### config.mk
export PLATFORM = sky130hd
export DESIGN_NAME = stream_flow_control_fsm
export DESIGN_NICKNAME = d
export VERILOG_FILES = /design/src/rtl/sfc_pkg.sv /design/src/rtl/sfc_in_reg.sv /design/src/rtl/sfc_core.sv /design/src/rtl/stream_flow_control_fsm.sv
export VERILOG_INCLUDE_DIRS = /design/src /design/src/rtl
export SDC_FILE = /design/constraint.sdc
export NUM_CORES = 1
export LEC_CHECK = 0
export BUFFER_PORTS_ARGS = -buffer_cell sky130_fd_sc_hd__clkbuf_2
export CORE_MARGIN = 5
export CORE_UTILIZATION = 65
export CTS_CLUSTER_SIZE = 30
export DETAILED_ROUTE_END_ITERATION = 10
export GPL_TIMING_DRIVEN = 0
export HOLD_SLACK_MARGIN = 0.03
export PLACE_DENSITY = 0.95
export SLEW_MARGIN = 0
export SYNTH_ARGS = -nofsm -noshare
export SYNTH_HDL_FRONTEND = slang
export SYNTH_SLANG_ARGS = --single-unit
### constraint.sdc
create_clock -name clk -period 10.3 [get_ports clk]
set_clock_uncertainty 0.2 [all_clocks]
set_input_delay 0.515 -clock clk [delete_from_list [all_inputs] [get_ports clk]]
set_output_delay 0.515 -clock clk [all_outputs]
set_load 0.005 [all_outputs]
### src/rtl/assert_macros.svh
// ----------------------------------------------------------------------------
// assert_macros.svh
// assertion helpers for the rtl, compiled out with NO_ASSERTIONS
// ----------------------------------------------------------------------------
`ifndef ASSERT_MACROS_SVH
`define ASSERT_MACROS_SVH

`ifndef NO_ASSERTIONS
// same-cycle implication, checked outside reset
`define ASSERT_IMPLY(label, clk, rst_n, ante, cons) \
  label: assert property (@(posedge clk) disable iff (!rst_n) (ante) |-> (cons)) \
    else $error("assertion failed: implication");
// next-cycle implication, checked outside reset
`define ASSERT_NEXT(label, clk, rst_n, ante, cons) \
  label: assert property (@(posedge clk) disable iff (!rst_n) (ante) |=> (cons)) \
    else $error("assertion failed: next-cycle implication");
`else
`define ASSERT_IMPLY(label, clk, rst_n, ante, cons)
`define ASSERT_NEXT(label, clk, rst_n, ante, cons)
`endif

`endif

### src/rtl/sfc_pkg.sv
// ----------------------------------------------------------------------------
// sfc_pkg
// types and constants shared by the stream flow-control rtl
// ----------------------------------------------------------------------------
`timescale 1ns / 1ps

package sfc_pkg;

  // window value after reset
  localparam logic [30:0] WindowReset = 31'd65535;

  // event kinds
  typedef enum logic [2:0] {
    FN_SEND_HEADERS = 3'd0,
    FN_SEND_DATA    = 3'd1,
    FN_RECV_DATA    = 3'd2,
    FN_SEND_WINUPD  = 3'd3,
    FN_RECV_WINUPD  = 3'd4
  } func_t;

  // result status codes
  typedef enum logic [1:0] {
    STS_OK         = 2'd0,
    STS_BAD_STATE  = 2'd1,
    STS_FLOW_VIOL  = 2'd2
  } status_t;

  // stream lifecycle
  typedef enum logic [2:0] {
    ST_IDLE       = 3'd0,
    ST_RSV_LOCAL  = 3'd1,
    ST_RSV_REMOTE = 3'd2,
    ST_OPEN       = 3'd3,
    ST_HC_LOCAL   = 3'd4,
    ST_HC_REMOTE  = 3'd5,
    ST_CLOSED     = 3'd6
  } lifecycle_t;

  // input beat
  typedef struct packed {
    logic [2:0]         func;
    logic [23:0]        length;
    logic               eos;
    logic signed [31:0] delta;
  } sfc_in_t;

  // result beat
  typedef struct packed {
    status_t            status;
    lifecycle_t         stream_state;
    logic signed [31:0] send_window;
    logic signed [31:0] receive_window;
    logic               data_delivered;
    logic               remote_ended;
  } sfc_out_t;

  // handshake between pipeline stages
  typedef struct packed {
    logic    valid;
    sfc_in_t data;
  } sfc_pipe_t;

endpackage

### src/rtl/sfc_in_reg.sv
// ----------------------------------------------------------------------------
// sfc_in_reg
// input register stage, holds one event beat for the core
// ----------------------------------------------------------------------------
`timescale 1ns / 1ps

module sfc_in_reg import sfc_pkg::*; (
  input  logic      clk,
  input  logic      rst_n,
  input  logic      in_valid,
  output logic      in_ready,
  input  sfc_in_t   in_data,
  output sfc_pipe_t pipe,
  input  logic      pipe_ready
);

  logic    valid_r, valid_nxt;
  sfc_in_t data_r;

  // take a new beat when empty or when the held one moves on
  assign in_ready  = !valid_r || pipe_ready;
  assign valid_nxt = (in_valid && in_ready) || (valid_r && !pipe_ready);

  always_ff @(posedge clk) begin
    if (!rst_n) begin
      valid_r <= 1'b0;
    end else begin
      valid_r <= valid_nxt;
    end
  end

  // payload
  always_ff @(posedge clk) begin
    if (in_valid && in_ready) begin
      data_r <= in_data;
    end
  end

  assign pipe.valid = valid_r;
  assign pipe.data  = data_r;

endmodule

### src/rtl/sfc_core.sv
// ----------------------------------------------------------------------------
// sfc_core
// stream lifecycle and window state, event evaluation and result register
// ----------------------------------------------------------------------------
`timescale 1ns / 1ps

module sfc_core import sfc_pkg::*; (
  input  logic        clk,
  input  logic        rst_n,
  input  logic        cfg_valid,
  input  logic [30:0] cfg_data,
  input  sfc_pipe_t   pipe,
  output logic        pipe_ready,
  output logic        out_valid,
  input  logic        out_ready,
  output sfc_out_t    out_data
);

  lifecycle_t         state_r, state_nxt;
  logic signed [31:0] send_r, send_nxt;
  logic signed [31:0] recv_r, recv_nxt;
  logic               out_valid_r, out_valid_nxt;
  sfc_out_t           out_data_r;
  sfc_out_t           res;
  logic               fire;
  logic               send_viol, recv_viol;
  logic signed [31:0] send_sum, recv_sum;

  // 32-bit signed add clamped to the signed limits
  function automatic logic signed [31:0] sat_add(logic signed [31:0] a,
                                                  logic signed [31:0] b);
    logic signed [32:0] s;
    s = {a[31], a} + {b[31], b};
    if (s[32] != s[31]) begin
      sat_add = s[32] ? {1'b1, 31'd0} : {1'b0, {31{1'b1}}};
    end else begin
      sat_add = s[31:0];
    end
  endfunction

  assign fire       = pipe.valid && pipe_ready;
  assign pipe_ready = !out_valid_r || out_ready;

  // length exceeds window: any negative window, or a larger length
  assign send_viol = send_r[31] || ({7'd0, pipe.data.length} > send_r[30:0]);
  assign recv_viol = recv_r[31] || ({7'd0, pipe.data.length} > recv_r[30:0]);
  assign send_sum  = sat_add(send_r, pipe.data.delta);
  assign recv_sum  = sat_add(recv_r, pipe.data.delta);

  // next state and result for the beat in the input register
  always_comb begin
    state_nxt          = state_r;
    send_nxt           = send_r;
    recv_nxt           = recv_r;
    res.status         = STS_OK;
    res.data_delivered = 1'b0;
    res.remote_ended   = 1'b0;
    case (pipe.data.func)
      FN_SEND_HEADERS: begin
        state_nxt = pipe.data.eos ? ST_HC_LOCAL : ST_OPEN;
      end
      FN_SEND_DATA: begin
        if (state_r != ST_OPEN && state_r != ST_HC_REMOTE) begin
          res.status = STS_BAD_STATE;
        end else if (send_viol) begin
          res.status = STS_FLOW_VIOL;
        end else begin
          send_nxt = send_r - {8'd0, pipe.data.length};
          if (pipe.data.eos) begin
            state_nxt = (state_r == ST_OPEN) ? ST_HC_LOCAL : ST_CLOSED;
          end
        end
      end
      FN_RECV_DATA: begin
        if (state_r != ST_OPEN && state_r != ST_HC_LOCAL) begin
          res.status = STS_BAD_STATE;
        end else if (recv_viol) begin
          res.status = STS_FLOW_VIOL;
        end else begin
          recv_nxt           = recv_r - {8'd0, pipe.data.length};
          res.data_delivered = 1'b1;
          if (pipe.data.eos) begin
            state_nxt        = (state_r == ST_OPEN) ? ST_HC_REMOTE : ST_CLOSED;
            res.remote_ended = 1'b1;
          end
        end
      end
      FN_SEND_WINUPD: begin
        send_nxt = send_sum;
      end
      FN_RECV_WINUPD: begin
        recv_nxt = recv_sum;
      end
      default: begin
        res.status = STS_BAD_STATE;
      end
    endcase
    res.stream_state   = state_nxt;
    res.send_window    = send_nxt;
    res.receive_window = recv_nxt;
  end

  // result beat stays until taken
  assign out_valid_nxt = fire || (out_valid_r && !out_ready);

  // state registers; a config write reloads both windows
  always_ff @(posedge clk) begin
    if (!rst_n) begin
      state_r     <= ST_IDLE;
      send_r      <= {1'b0, WindowReset};
      recv_r      <= {1'b0, WindowReset};
      out_valid_r <= 1'b0;
    end else begin
      out_valid_r <= out_valid_nxt;
      if (cfg_valid) begin
        send_r <= {1'b0, cfg_data};
        recv_r <= {1'b0, cfg_data};
      end else if (fire) begin
        state_r <= state_nxt;
        send_r  <= send_nxt;
        recv_r  <= recv_nxt;
      end
    end
  end

  // result payload
  always_ff @(posedge clk) begin
    if (fire) begin
      out_data_r <= res;
    end
  end

  assign out_valid = out_valid_r;
  assign out_data  = out_data_r;

endmodule

### src/rtl/stream_flow_control_fsm.sv
// ----------------------------------------------------------------------------
// stream_flow_control_fsm
// one stream's lifecycle and signed send/receive flow-control windows
//
//   channel  ports                           beat
//   in       in_valid / in_ready / in_data   one event (sfc_in_t)
//   out      out_valid / out_ready / out_data one result (sfc_out_t)
//   cfg      cfg_valid / cfg_ready / cfg_data initial window, 31 bits
//
// one event per cycle sustained while the output is not stalled; an event is
// held in the input register and its result in the result register, around the
// single evaluation step. reset gives idle state and 65535 in both windows.
// a stalled output holds the result register, and the input register then
// fills and drops in_ready. cfg_ready is always high; a write reloads both
// windows from the new value.
// ----------------------------------------------------------------------------
`timescale 1ns / 1ps
`include "assert_macros.svh"

module stream_flow_control_fsm import sfc_pkg::*; (
  input  logic        clk,
  input  logic        rst_n,
  input  logic        in_valid,
  output logic        in_ready,
  input  sfc_in_t     in_data,
  output logic        out_valid,
  input  logic        out_ready,
  output sfc_out_t    out_data,
  input  logic        cfg_valid,
  output logic        cfg_ready,
  input  logic [30:0] cfg_data
);

  sfc_pipe_t pipe;
  logic      pipe_ready;

  assign cfg_ready = 1'b1;

  // input register
  sfc_in_reg u_in_reg (
    .clk        (clk),
    .rst_n      (rst_n),
    .in_valid   (in_valid),
    .in_ready   (in_ready),
    .in_data    (in_data),
    .pipe       (pipe),
    .pipe_ready (pipe_ready)
  );

  // evaluation and result register
  sfc_core u_core (
    .clk        (clk),
    .rst_n      (rst_n),
    .cfg_valid  (cfg_valid),
    .cfg_data   (cfg_data),
    .pipe       (pipe),
    .pipe_ready (pipe_ready),
    .out_valid  (out_valid),
    .out_ready  (out_ready),
    .out_data   (out_data)
  );

  // checks
  `ASSERT_IMPLY(a_deliver_ok, clk, rst_n, out_valid && out_data.data_delivered, out_data.status == STS_OK)
  `ASSERT_IMPLY(a_end_needs_deliver, clk, rst_n, out_valid && out_data.remote_ended, out_data.data_delivered)
  `ASSERT_IMPLY(a_end_state, clk, rst_n, out_valid && out_data.remote_ended, out_data.stream_state == ST_HC_REMOTE || out_data.stream_state == ST_CLOSED)
  `ASSERT_IMPLY(a_full_stall, clk, rst_n, pipe.valid && out_valid && !out_ready, !in_ready)
  `ASSERT_NEXT(a_fire_gives_beat, clk, rst_n, pipe.valid && pipe_ready, out_valid)

endmodule

==> flow_metrics.py <==
metrics = {
    "status": {
        "status": "complete, no violations",
    },
    "worst_setup_path": {
        "arrival_ns": 5.13,
        "cp_max_fo": 10,
        "end_kind": "register",
        "required_ns": 10.27,
        "worstSetupPathType": "reg -> reg",
        "startpoint_type": "register",
        "crit_start": "u_in_reg.pipe[0]",
        "r2r_start": "u_in_reg.pipe[0]",
    },
    "clocking": {
        "clock_latency_ns": 0.45,
        "clk_pin_slew_ns": 0.08,
        "cts_setup_buffers": 0,
        "htree_levels": 4,
        "cts_tree": "yes",
        "root_buffer": "clkbuf_16",
        "cts.sinks": 200,
        "numCtsBuffers": 17,
        "clk_path_buf_depth": 2,
        "ctsResizeCount": 0,
    },
    "grt": {
        "grt_max_degree": 61,
        "grt_pass1_vias": 15300,
        "gr-total-overflow": 0,
        "track_usage_pct": 42.5,
        "antenna_found_initial": 2,
        "grt_pass1_wl_um": 91500,
    },
    "place": {
        "hpwlAfterDp_um": 49500,
        "place_area_um2": 17400,
        "globalplace.congestion": 1.06,
        "placed_cells": 2377,
        "io_buffers": 167,
    },
    "synthesis": {
        "seq_area_frac_synth_pct": 33.1,
        "synthArstFlopShare_pct": 0,
        "synth_top_area_share_pct": 24.5,
        "synth_common_cells": "a21oi_1 (189), nand2_1 (183), ha_1 (160)",
        "synth_cell_types": 93,
        "synth.most_common_cell": "a21oi_1",
        "synthCells": 1885,
        "syn-num-nets": 2145,
        "synth.avg_cell_area_um2": 8.53,
        "synth_warnings": 0,
        "synthFlopType": "edfxtp_1",
        "netlist_top_cells_area": "edfxtp_1 (24%), ha_1 (12%), dfxtp_1 (8.6%)",
        "ys_ff_latch": 200,
        "netlist_area_um2": 16100,
        "synth_edf_count": 131,
        "synth_top_area_cell": "edfxtp_1",
    },
    "timing": {
        "maxSlewHeadroom_pct": 33.8,
        "fmaxAchievable_ghz": 0.194,
        "tightest_slew_ns": 0.993,
        "slew_violations": 0,
        "hold_viol": 0,
        "fin_crit_sh_pct": 50.0,
        "rsz0062_at_grt": "no",
        "setup-tns-final_ns": 0,
        "setup_violations": 0,
        "fin_crit_ns": 5.15,
    },
    "power_and_ir_drop": {
        "power_leakage_nw": 7.87,
        "ir_drop_mv": 0.0843,
        "power_density_nw_per_um2": 135,
        "total_power_mw": 2.43,
    },
    "die": {
        "initial_core_util_pct": 66.1,
        "ioPinCount": 170,
        "rows": 57,
        "die_x_um": 167,
        "core_area_um2": 24300,
        "die-area_um2": 28000,
        "die-height_um": 167,
    },
    "final_layout": {
        "fillers": 1902,
        "area_growth_pct": 11.7,
        "instances_no_fill": 2416,
        "multi_input_area_um2": 9980,
        "finalInstanceArea_um2": 18000,
        "nets": 2338,
        "seq_area_um2": 5320,
        "drive_above_1_share_pct": 11.9,
    },
    "detailed_routing": {
        "remaining_drc_errors": 0,
        "routed_wl_um": 62000,
        "drtIter0Drc": 2516,
        "drtAntennaViolNets": 0,
        "dr_total_vias": 16800,
        "detail_route.first_pass.iterations": 6,
        "avgViaCountPerCell": 6.94,
        "drt-wirelength-per-cell_um": 25.7,
    },
    "min_path": {
        "hp-class": "in -> reg",
        "holdCritStartpoint": "in_data[48]",
    },
    "flow_run": {
        "maxCapViolCount": 0,
    },
}
-- critical path, stage by stage, from the launching register on --
cell and delay (ns):
edfxtp_1 0.50, ha_1 0.30, fa_1 0.43, a211oi_1 0.33
o211ai_1 0.26, a211oi_1 0.52, o21ai_0 0.35, o2111ai_1 0.35
o211a_1 0.44, or2_1 0.35, buf_2 0.30, nor2_1 0.08
o221ai_1 0.46
-- through the flow --
| stage | utilization [%] | hold WS, ns | setup slack [ns] |
|---|---|---|---|
| final | 73.9 | 0.0353 | 5.15 |
| after global routing | 73.8 | 0.0304 | 5.10 |
| after detailed placement | 71.3 | 0.311 | 5.36 |
| after floorplan | - | 0.287 | 6.46 |
| after CTS | 73.6 | 0.0353 | 5.36 |
| after global placement | 71.2 | 0.302 | 4.46 |
-- sequential cells by signal, summed over array words and instances, names as in the netlist --
signal            cells
u_in_reg.pipe        60
u_core.out_valid      1
u_core.state_r        3
u_core.recv_r        32
u_in_reg.valid_r      1
u_core.send_r        32
u_core.out_data      71
-- per-layer routing --
metal | wire, um | vias up | GRT usage [%]
met1 | 23200 | 7735 | 56.5
li1 | - | 7446 | -
met3 | 9500 | 255 | 14.8
met4 | 3410 | 2 | 18.8
met2 | 25800 | 1324 | 63.0
met5 | 9 | - | 0
-- repair_timing --
item                                   CTS  global route
setup endpoints to repair                0             0
endpoints found under the hold margin    0             6
hold buffers                             0             6
-- logic make-up (layout without fill, tap and decap cells) --
| family | count (synthesis) | count (layout) | synth area share [%] |
|---|---|---|---|
| compound gates | 691 | 691 | 28.5 |
| simple gates | 527 | 527 | 15.1 |
| buf+inv | 203 | 409 | 4.89 |
| flops | 200 | 200 | 33.1 |
| fa+ha+maj | 164 | 164 | 12.9 |
| xor+xnor | 92 | 92 | 5.01 |
| mux | 7 | 7 | 0.444 |
| other cells | 1 | 2 | 0.0233 |
-- final timing paths --
| kind | to | slack, ns | cells past startpoint |
|---|---|---|---|
| min | u_in_reg.pipe[48] | 0.04 | 1 |
| min reg2reg | u_core.out_valid | 0.33 | 2 |
| max reg2reg | u_core.out_data[10] | 5.15 | 12 |
| max | u_core.out_data[10] | 5.15 | 12 |
-- layout by cell type, fill, tap and decap left out, types with 8 or more instances in the layout --
master,Yosys,final
or3_1,14,14
o31ai_1,20,20
nor2b_1,10,10
and2_1,9,8
a31oi_1,28,28
xnor2_1,54,54
o21ai_0,136,136
nand4_1,19,19
o211ai_1,27,27
nand3_1,48,48
nor3_1,36,35
a211oi_1,25,25
clkbuf_16,0,17
o211a_1,8,8
edfxtp_1,131,131
o21a_1,20,20
nand2_1,183,183
buf_2,10,10
nand2b_1,18,18
or2_2,12,12
dfxtp_1,69,69
a31o_2,8,8
inv_1,111,111
a21o_1,67,67
ha_1,160,160
o21bai_1,14,14
o22ai_1,8,8
a21oi_1,189,189
o221ai_1,25,25
nor2_1,137,137
clkbuf_1,75,75
o311ai_0,10,10
clkbuf_2,1,168
and3_1,11,11
xor2_1,38,38
nor4_1,10,10
-- cell type report --
type / count / share of cell area [%]
Inverter: 113 / 2.36
Multi-Input combinational cell: 1482 / 55.6
Timing Repair Buffer: 174 / 5.10
Clock inverter: 14 / 0.655
Clock buffer: 18 / 2.39
Antenna cell: 1 / 0.0139
Sequential cell: 200 / 29.6
Tap cell: 324 / 2.26
Buffer: 90 / 2.04
-- power breakdown --
part	leakage [nW]	internal (mW)	switching, mW	total [mW]
Clock	0.267	0.317	0.342	0.659
Sequential	1.82	0.913	0.0654	0.978
Combinational	5.79	0.294	0.496	0.790
Total	7.87	1.52	0.903	2.43
Power figures use the tool's default switching activity.
